File: config.mk
export PLATFORM = sky130hd
export DESIGN_NAME = positional_list_insert_delete
export DESIGN_NICKNAME = d
export VERILOG_FILES = /design/src/plid_pkg.sv /design/src/plid_ram.sv /design/src/positional_list_insert_delete.sv
export SDC_FILE = /design/constraint.sdc
export NUM_CORES = 2
export LEC_CHECK = 0
export ABC_AREA = 1
export BUFFER_PORTS_ARGS = -buffer_cell sky130_fd_sc_hd__buf_2
export CELL_PAD_IN_SITES_DETAIL_PLACEMENT = 0
export CELL_PAD_IN_SITES_GLOBAL_PLACEMENT = 1
export CORE_MARGIN = 5
export CORE_UTILIZATION = 24
export CTS_CLUSTER_SIZE = 16
export DETAILED_ROUTE_END_ITERATION = 6
export GPL_TIMING_DRIVEN = 0
export HOLD_SLACK_MARGIN = 0.05
export PLACE_DENSITY = 0.41
export SYNTH_ARGS = -nofsm -noshare
export SYNTH_HDL_FRONTEND = slang
export SYNTH_SLANG_ARGS = --single-unit
File: constraint.sdc
create_clock -name clk_i -period 5.8 [get_ports clk_i]
set_input_delay 1.16 -clock clk_i [delete_from_list [all_inputs] [get_ports clk_i]]
set_output_delay 1.16 -clock clk_i [all_outputs]
set_load 0.05 [all_outputs]
File: src/plid_pkg.sv
// Package with shared types and constants for the positional list.
`timescale 1ns / 1ps

package plid_pkg;

  localparam int unsigned Capacity = 64;
  localparam int unsigned AddrW    = $clog2(Capacity);
  localparam int unsigned CntW     = $clog2(Capacity + 1);
  localparam int unsigned CmpW     = ((CntW > 8) ? CntW : 8) + 1;
  localparam int unsigned DataW    = 32;

  typedef enum logic [1:0] {
    ReqAppend = 2'd0,
    ReqInsert = 2'd1,
    ReqDelete = 2'd2,
    ReqNop    = 2'd3
  } req_e;

  typedef enum logic [1:0] {
    StOk     = 2'd0,
    StBadPos = 2'd1,
    StEmpty  = 2'd2,
    StFull   = 2'd3
  } status_e;

  typedef struct packed {
    logic [1:0]        req_type;
    logic signed [31:0] item_value;
    logic [7:0]        position;
  } req_t;

  typedef struct packed {
    logic [1:0]        status;
    logic signed [31:0] removed_value;
    logic [6:0]        list_length;
  } rsp_t;

endpackage

File: src/plid_ram.sv
// Generic single-write, single-read RAM with registered read data.
`timescale 1ns / 1ps

module plid_ram #(
  parameter int unsigned Width = 32,
  parameter int unsigned Depth = 64
) (
  input  logic                     clk_i,
  input  logic                     we_i,
  input  logic [$clog2(Depth)-1:0] waddr_i,
  input  logic [Width-1:0]         wdata_i,
  input  logic [$clog2(Depth)-1:0] raddr_i,
  output logic [Width-1:0]         rdata_o
);

  logic [Width-1:0] mem_q [Depth];

  always_ff @(posedge clk_i) begin
    if (we_i) begin
      mem_q[waddr_i] <= wdata_i;
    end
    rdata_o <= mem_q[raddr_i];
  end

endmodule

File: src/positional_list_insert_delete.sv
// Top level of the positional list: request sequencer, entry RAM and result register.
//
//   Channel | Direction | Handshake                  | Word
//   in      | input     | in_valid_i / in_ready_o    | plid_pkg::req_t
//   out     | output    | out_valid_o / out_ready_i  | plid_pkg::rsp_t
//
// Every moved entry is read from the entry RAM and written back one slot on (insert) or back
// (delete). An insert at position p moves the entries from p onward, then writes the new item;
// an append only writes it; a delete moves the entries behind p; a rejected request only reports.
// Reset clears the count and the sequencer; the RAM contents are left as they are.
// A result that is not taken holds the sequencer in its final state until the output is free.
`timescale 1ns / 1ps

module positional_list_insert_delete (
  input  logic            clk_i,
  input  logic            rst_ni,
  input  logic            in_valid_i,
  output logic            in_ready_o,
  input  plid_pkg::req_t  in_data_i,
  output logic            out_valid_o,
  input  logic            out_ready_i,
  output plid_pkg::rsp_t  out_data_o
);

  typedef enum logic [4:0] {
    SIdle = 5'b00001,
    SRead = 5'b00010,
    SWrite = 5'b00100,
    SPut  = 5'b01000,
    SFin  = 5'b10000
  } state_e;

  state_e state_q, state_d;

  logic [plid_pkg::CntW-1:0]  count_q, count_d;
  logic [plid_pkg::CntW-1:0]  ptr_q, ptr_d;
  logic [plid_pkg::CntW-1:0]  slot_q, slot_d;
  logic                       del_q, del_d;
  logic                       grow_q, grow_d;
  logic                       shrink_q, shrink_d;
  logic [1:0]                 status_q, status_d;
  logic [plid_pkg::DataW-1:0] value_q, value_d;
  logic [plid_pkg::DataW-1:0] removed_q, removed_d;
  logic                       out_valid_q, out_valid_d;
  plid_pkg::rsp_t             out_data_q, out_data_d;

  logic                       ram_we;
  logic [plid_pkg::CntW-1:0]  ram_waddr;
  logic [plid_pkg::DataW-1:0] ram_wdata;
  logic [plid_pkg::DataW-1:0] ram_rdata;

  logic [plid_pkg::CmpW-1:0]  pos_ext;
  logic [plid_pkg::CmpW-1:0]  cnt_ext;
  logic [plid_pkg::CntW-1:0]  pos_slot;
  logic [plid_pkg::CntW-1:0]  new_count;
  logic                       full;
  logic                       out_free;

  assign pos_ext  = plid_pkg::CmpW'(in_data_i.position);
  assign cnt_ext  = plid_pkg::CmpW'(count_q);
  assign pos_slot = plid_pkg::CntW'(pos_ext - plid_pkg::CmpW'(1));
  assign full     = (cnt_ext >= plid_pkg::CmpW'(plid_pkg::Capacity));
  assign out_free = !out_valid_q || out_ready_i;

  assign in_ready_o = (state_q == SIdle);

  assign new_count = grow_q   ? count_q + plid_pkg::CntW'(1) :
                     shrink_q ? count_q - plid_pkg::CntW'(1) : count_q;

  always_comb begin
    state_d     = state_q;
    count_d     = count_q;
    ptr_d       = ptr_q;
    slot_d      = slot_q;
    del_d       = del_q;
    grow_d      = grow_q;
    shrink_d    = shrink_q;
    status_d    = status_q;
    value_d     = value_q;
    removed_d   = removed_q;
    out_valid_d = out_valid_q;
    out_data_d  = out_data_q;
    ram_we      = 1'b0;
    ram_waddr   = ptr_q;
    ram_wdata   = ram_rdata;

    if (out_valid_q && out_ready_i) begin
      out_valid_d = 1'b0;
    end

    unique case (state_q)
      SIdle: begin
        if (in_valid_i) begin
          value_d   = in_data_i.item_value;
          removed_d = '0;
          status_d  = plid_pkg::StOk;
          grow_d    = 1'b0;
          shrink_d  = 1'b0;
          del_d     = 1'b0;
          state_d   = SFin;
          unique case (plid_pkg::req_e'(in_data_i.req_type))
            plid_pkg::ReqAppend: begin
              if (full) begin
                status_d = plid_pkg::StFull;
              end else begin
                grow_d = 1'b1;
                slot_d = count_q;
                ptr_d  = count_q - plid_pkg::CntW'(1);
                state_d = SPut;
              end
            end
            plid_pkg::ReqInsert: begin
              if (pos_ext == '0 || pos_ext > cnt_ext + plid_pkg::CmpW'(1)) begin
                status_d = plid_pkg::StBadPos;
              end else if (full) begin
                status_d = plid_pkg::StFull;
              end else begin
                grow_d = 1'b1;
                slot_d = pos_slot;
                ptr_d  = count_q - plid_pkg::CntW'(1);
                state_d = (pos_slot == count_q) ? SPut : SRead;
              end
            end
            plid_pkg::ReqDelete: begin
              if (count_q == '0) begin
                status_d = plid_pkg::StEmpty;
              end else if (pos_ext == '0 || pos_ext > cnt_ext) begin
                status_d = plid_pkg::StBadPos;
              end else begin
                shrink_d = 1'b1;
                del_d    = 1'b1;
                slot_d   = pos_slot;
                ptr_d    = pos_slot;
                state_d  = SRead;
              end
            end
            plid_pkg::ReqNop: begin
              state_d = SFin;
            end
            default: begin
              state_d = SFin;
            end
          endcase
        end
      end
      SRead: begin
        state_d = SWrite;
      end
      SWrite: begin
        if (del_q) begin
          if (ptr_q == slot_q) begin
            removed_d = ram_rdata;
          end else begin
            ram_we    = 1'b1;
            ram_waddr = ptr_q - plid_pkg::CntW'(1);
          end
          if (ptr_q + plid_pkg::CntW'(1) < count_q) begin
            ptr_d   = ptr_q + plid_pkg::CntW'(1);
            state_d = SRead;
          end else begin
            state_d = SFin;
          end
        end else begin
          ram_we    = 1'b1;
          ram_waddr = ptr_q + plid_pkg::CntW'(1);
          if (ptr_q == slot_q) begin
            state_d = SPut;
          end else begin
            ptr_d   = ptr_q - plid_pkg::CntW'(1);
            state_d = SRead;
          end
        end
      end
      SPut: begin
        ram_we    = 1'b1;
        ram_waddr = slot_q;
        ram_wdata = value_q;
        state_d   = SFin;
      end
      SFin: begin
        if (out_free) begin
          count_d                  = new_count;
          out_valid_d              = 1'b1;
          out_data_d.status        = status_q;
          out_data_d.removed_value = removed_q;
          out_data_d.list_length   = 7'(new_count);
          state_d                  = SIdle;
        end
      end
      default: begin
        state_d = SIdle;
      end
    endcase
  end

  always_ff @(posedge clk_i or negedge rst_ni) begin
    if (!rst_ni) begin
      state_q     <= SIdle;
      count_q     <= '0;
      out_valid_q <= 1'b0;
    end else begin
      state_q     <= state_d;
      count_q     <= count_d;
      out_valid_q <= out_valid_d;
    end
  end

  always_ff @(posedge clk_i) begin
    ptr_q      <= ptr_d;
    slot_q     <= slot_d;
    del_q      <= del_d;
    grow_q     <= grow_d;
    shrink_q   <= shrink_d;
    status_q   <= status_d;
    value_q    <= value_d;
    removed_q  <= removed_d;
    out_data_q <= out_data_d;
  end

  plid_ram #(
    .Width (plid_pkg::DataW),
    .Depth (plid_pkg::Capacity)
  ) u_entries (
    .clk_i   (clk_i),
    .we_i    (ram_we),
    .waddr_i (ram_waddr[plid_pkg::AddrW-1:0]),
    .wdata_i (ram_wdata),
    .raddr_i (ptr_q[plid_pkg::AddrW-1:0]),
    .rdata_o (ram_rdata)
  );

  assign out_valid_o = out_valid_q;
  assign out_data_o  = out_data_q;

endmodule
# Word level (Yosys, flattened, before mapping)
# Memory sizes are Yosys's and may differ from the RTL's. A register that Yosys moved wholly into a read port is not among the register bits.
# Cells that the tools add are included.
# totals
out_inout_bits,43
input_bits,46
word_cells,119
mem_bits_rw,2048
latchBits,0
n_memories,1
romBits,0
reg_bits,136
# mem_list
name,words,width,read_ports,rd_clocked_by_memory_dff,write_ports,line,text
u_entries.mem_q,64,32,1,1,1,plid_ram.sv:16,logic [Width-1:0] mem_q [Depth];
# op_classes
shift,0
reduce_logical,17
div,0
bitwise,1
muxes,53
addsub,6
order_cmp,4
n_eq_ne,24
n_mul,0
# ops
operator,n
two-way mux 32 bit,4
two-way mux 7 bit,13
one-hot mux 32 bit (2 select lines),1
two-way mux 5 bit,9
one-hot mux 7 bit (3 select lines),2
one-hot mux 5 bit (5 select lines),1
subtractor 7 x 1 -> 7 bit (second input constant),3
one-hot mux 5 bit (4 select lines),1
!= test 2 bit (second input constant),9
adder 7 x 1 -> 7 bit (second input constant),2
equality test 7 bit,2
one-hot mux 7 bit (2 select lines),1
!= test 3 bit (second input constant),4
one-hot mux 6 bit (2 select lines),1
two-way mux 1 bit,11
logical NOT 9 bit,1
adder 7 x 1 -> 8 bit (second input constant),1
> comparator 8 x 7 -> 1 bit,1
> comparator 8 bit,1
two-way mux 4 bit,2
AND reduction 8 bit,1
greater-or-equal comparator 7 bit (second input constant),1
logical NOT 7 bit,1
less-than comparator 7 bit,1
23 further kinds,31

# Depth between registers and ports, before layout
# depth
ltp_word,8
depth_mapped,17
ltp_nobuf,17

# Hierarchy
# Synthesis repeated with hierarchy kept, for this count alone.
# unflattened
hier_cells,7521
area_unflattened_um2,89857.4
# by_module_without_submodules
module,cells_each,seq_area_each_um2,area_each_um2,n_inst
plid_ram,6785,62139.6,82785.6,1
positional_list_insert_delete,736,4020.1,7071.8,1

# Worst setup path before layout
# No wires, ideal clock.
# synth_timing
path_type,reg2reg
start,reg state_q[2]
end,reg removed_q[0] in the netlist's numbering (enable)
t_required_ns,5.368
path_slack_ns,1.087
n_path_buf,0
path_stages_with_launch,6
synth_period_minus_slack_ns,4.713
setup_ns,0.432
t_arrival_ns,4.281
path_cell_list,dfrtp_1 > nor2_1 > inv_1 > nor4_1 > nand2_1 > a21oi_1
# synth_between
elab_chain_len,3
word_cells_on_any_way,7
classes_between,eq/ne (5); reduce/logical (2)
# synth_rtl
item,line,text
from (decl),positional_list_insert_delete.sv:33,"state_e state_q, state_d;"
from (signal assigned),positional_list_insert_delete.sv:198,state_q <= SIdle;
from (signal assigned),positional_list_insert_delete.sv:202,state_q <= state_d;
equality test 5 x 1 -> 1 bit *,--,
via in_ready_o,positional_list_insert_delete.sv:18,"output logic in_ready_o,"
!= test 2 bit (no source line) or nonzero test 2 bit (tied branches),--,
AND reduction 4 bit (no source line) *,--,
to (signal assigned),positional_list_insert_delete.sv:216,removed_q <= removed_d;
to (decl),positional_list_insert_delete.sv:43,"logic [plid_pkg::DataW-1:0] removed_q, removed_d;"
# Mark *: on every way through the listed nets, which the timed path passes. The rest lies on a longest branch.
# A chain may end at the register's enable or synchronous reset.

==> reports/metrics.yaml <==
clock_network:
  clockBufferDepth: 4
  cts.sinks: 2216
  htree_levels: 5
  clk_pin_slew_worst_paths_ps: 60
  clk_latency_ps: 930
  cts_tree: "done"
  root_buffer: "clkbuf_16"
  cts_buffers: 262
routing:
  dr_wl_met3_mm: 43.72
  wl_met1_mm: 204.6
  drc_errors: 0
  viasPerCell: 5.283
  dr.pass1.iters: 6
  wl_per_cell_microns: 40.16
  top_layer: "met5"
  num_vias: 64810
  drt_iter0_markers: 9229
  drt_wl_total_mm: 492.6
  wl_met2_mm: 216.2
  ant_nets: 0
sta:
  slew_headroom: -0.06517
  fmax_mhz: 167.8
  holdWs_ps: 170.3
  fin_ws_ps: -158.4
  rsz0062_at_grt: "yes"
  worstMarginPinSlew_ps: 1598
  slew_viol_final: 55
  setup_violations: 112
  layout_worst_path_cycle_share: 1.027
  finClkSkew_ps: 38.33
  hold_viol: 0
  period_needed_ps: 5958
yosys:
  synth_area_sq_um: 87590
  synth_xor_area_frac: 0.002657
  synth_edf_count: 2171
  yosysMostFrequentCell: "edfxtp_1"
  synth-compound-area-share: 0.1235
  yosys.area_share.simple: 0.08707
  yosys_register_bits: 2216
  synth_top_family_by_area: "compound AO/OA/AOI/OAI gates"
  yosys_warnings: 0
  synth-adder-area-share: 0.004714
  synthMuxAreaShare: 0
  synth_area_leaders: "edfxtp_1 74%, o21ai_0 6.2%, nor2_1 5.0%, o221ai_1 2.3%, nand2_1 2.2%"
  synth_top_cell_by_area: "edfxtp_1"
  synth_nets: 6667
  ys.flop_type: "edfxtp_1"
  yosysTopAreaCellShare: 0.7443
  netlist_instances: 6588
  synthArstFlopShare: 0.005866
  synth_cell_types: 48
  synth_common_cells: "2171 x edfxtp_1, 1164 x nor2_1, 1089 x o21ai_0"
  synth_area_per_cell_sq_um: 13.30
  ys_seq_area_frac: 0.7553
global_routing:
  grt_antenna_before_repair: 88
  grt_usage: 0.2505
  grt_overflow: 0
  grt_max_degree: 34
  grt_pass1_vias: 60180
  grt_pass1_wl_mm: 628.7
final_layout:
  final_nets: 7331
  drive_above_1_share: 0.1405
  fillers: 36560
  syn_to_final_growth_pct: 23.76
  utilization: 0.2986
  final_area_sq_um: 108400
status:
  violations: "capacitance limit, slew limit, setup timing"
  status: "finished with violations"
min_path:
  hold_path.class: "in -> async"
placed_design:
  port_buffers: 88
  dp_hpwl_mm: 350.7
  place_area_sq_um: 99150
  place_ws_ps: -1139
  gp_congestion: 0.9286
critical_path:
  cp.arrival_ps: 6790
  crit_path_max_fanout: 11
  cp-end-kind: "flop"
  worst_ep_required_time_ps: 6630
  worstSetupPathType: "reg -> reg"
  critPathLaunchType: "flop"
job:
  drv_cap: 6
power:
  leakage_nw: 34.77
  ir_worst_vdd_v: 0.0002324
  powerDensity_nw_per_um2: 501.7
  finalPower_w: 0.05438
floorplanning:
  die_area_sq_um: 377100
  dieWidth_microns: 614.1
  start_util: 0.2413
  rows: 221
  die_h_microns: 614.1
  coreArea_sq_um: 363100
  io_pins: 89
[cell usage in the layout (no fill, tap or decap), types with 25 or more instances in the layout]
cell	Yosys	final
buf_2	121	210
nor2_4	2	66
buf_12	0	188
o22ai_1	230	230
dfxtp_1	32	32
a21oi_1	96	95
o211ai_1	133	133
o21ai_4	0	32
buf_1	29	25
buf_16	0	36
buf_4	5	89
ha_1	33	33
diode_2	0	28
clkbuf_1	298	332
inv_1	111	110
nor2_1	1164	1100
o21ai_0	1089	1051
clkinv_1	2	62
clkbuf_16	0	268
clkinv_2	0	34
clkbuf_2	0	27
nand3_1	169	168
edfxtp_1	2171	2171
o221ai_1	231	231
nand2_1	502	502
[cell type report]
class,instances,area (sq um),area share
Antenna cell,28,70.07,0.0006464
Buffer,454,1932,0.01782
Clock buffer,333,6990,0.06449
Clock inverter,123,938.4,0.008657
Inverter,118,446.7,0.004120
Multi-Input combinational cell,3799,19970,0.1842
Sequential cell,2216,66160,0.6103
Tap cell,4794,5998,0.05533
Timing Repair Buffer,401,5897,0.05440
[logic make-up after synthesis]
kind of cell    count (synthesis)
compound gates               1834
buf+inv                       573
xor+xnor                       25
flops                        2216
fa+ha+maj                      33
simple gates                 1907
[per-layer routing]
metal	track usage	vias to the layer above
li1	-	26120
met1	0.3368	34010
met2	0.3820	3788
met3	0.05553	880
met4	0.1218	12
met5	0	-
[worst max-delay path, cell delays in order, from the launching register on]
cell,delay [ps]
edfxtp_1,430
buf_4,430
buf_2,350
buf_2,710
clkbuf_1,940
nor2_1,120
o22ai_1,1000
nor2_1,80
o211ai_1,710
nand3_1,670
nand3_1,360
[sequential cells by signal (all words and copies together), names as in the netlist]
signal             count
out_valid_o            1
out_data_o            41
value_q               32
grow_q                 1
status_q               2
removed_q             32
state_q                5
ptr_q                  7
slot_q                 7
shrink_q               1
count_q                7
u_entries.mem_q     2048
u_entries.rdata_o     32
[final timing paths]
kind | startpoint | to | slack [ps] | cells past startpoint
worst min register to register | removed_q[1]$_SDFFCE_PN0P_ | out_data_o[8]$_DFFE_PP_ | 410 | 0
min in group clk_i | in_data_i[19] | value_q[11]$_DFFE_PP_ | 400 | 1
worst max-delay path | ptr_q[0]$_DFFE_PP_ | u_entries.rdata_o[30]$_DFF_P_ | -160 | 10
max in group asynchronous | rst_ni | state_q[0]$_DFFE_PN1P_ | 5290 | 1
worst max register to register | ptr_q[0]$_DFFE_PP_ | u_entries.rdata_o[30]$_DFF_P_ | -160 | 10
worst min-delay path | rst_ni | count_q[5]$_DFFE_PN0P_ | 170 | 1
[metrics by stage]
stage,instances,setup TNS [ps]
6_report,12270,-6603
5_1_grt,12240,-3678
4_1_cts,12210,-579.6
3_5_place_dp,11670,-869540
3_3_place_gp,11470,-
2_1_floorplan,6588,0
[power breakdown]
group	switching, W	internal (W)	total, W
logic	0.0143	0.00360	0.0179
clock network	0.00698	0.00898	0.0160
registers	0.000156	0.0204	0.0205
total	0.0214	0.0329	0.0544
[repair_timing]
item                                    in CTS  in global routing
endpoints found under the setup margin    2018                533
pin swaps                                   36                  9
setup buffers                               86                 25
hold buffers                                 0                  0
gates resized for setup                      5                  2
No activity file was read; power rests on OpenSTA's default activity.
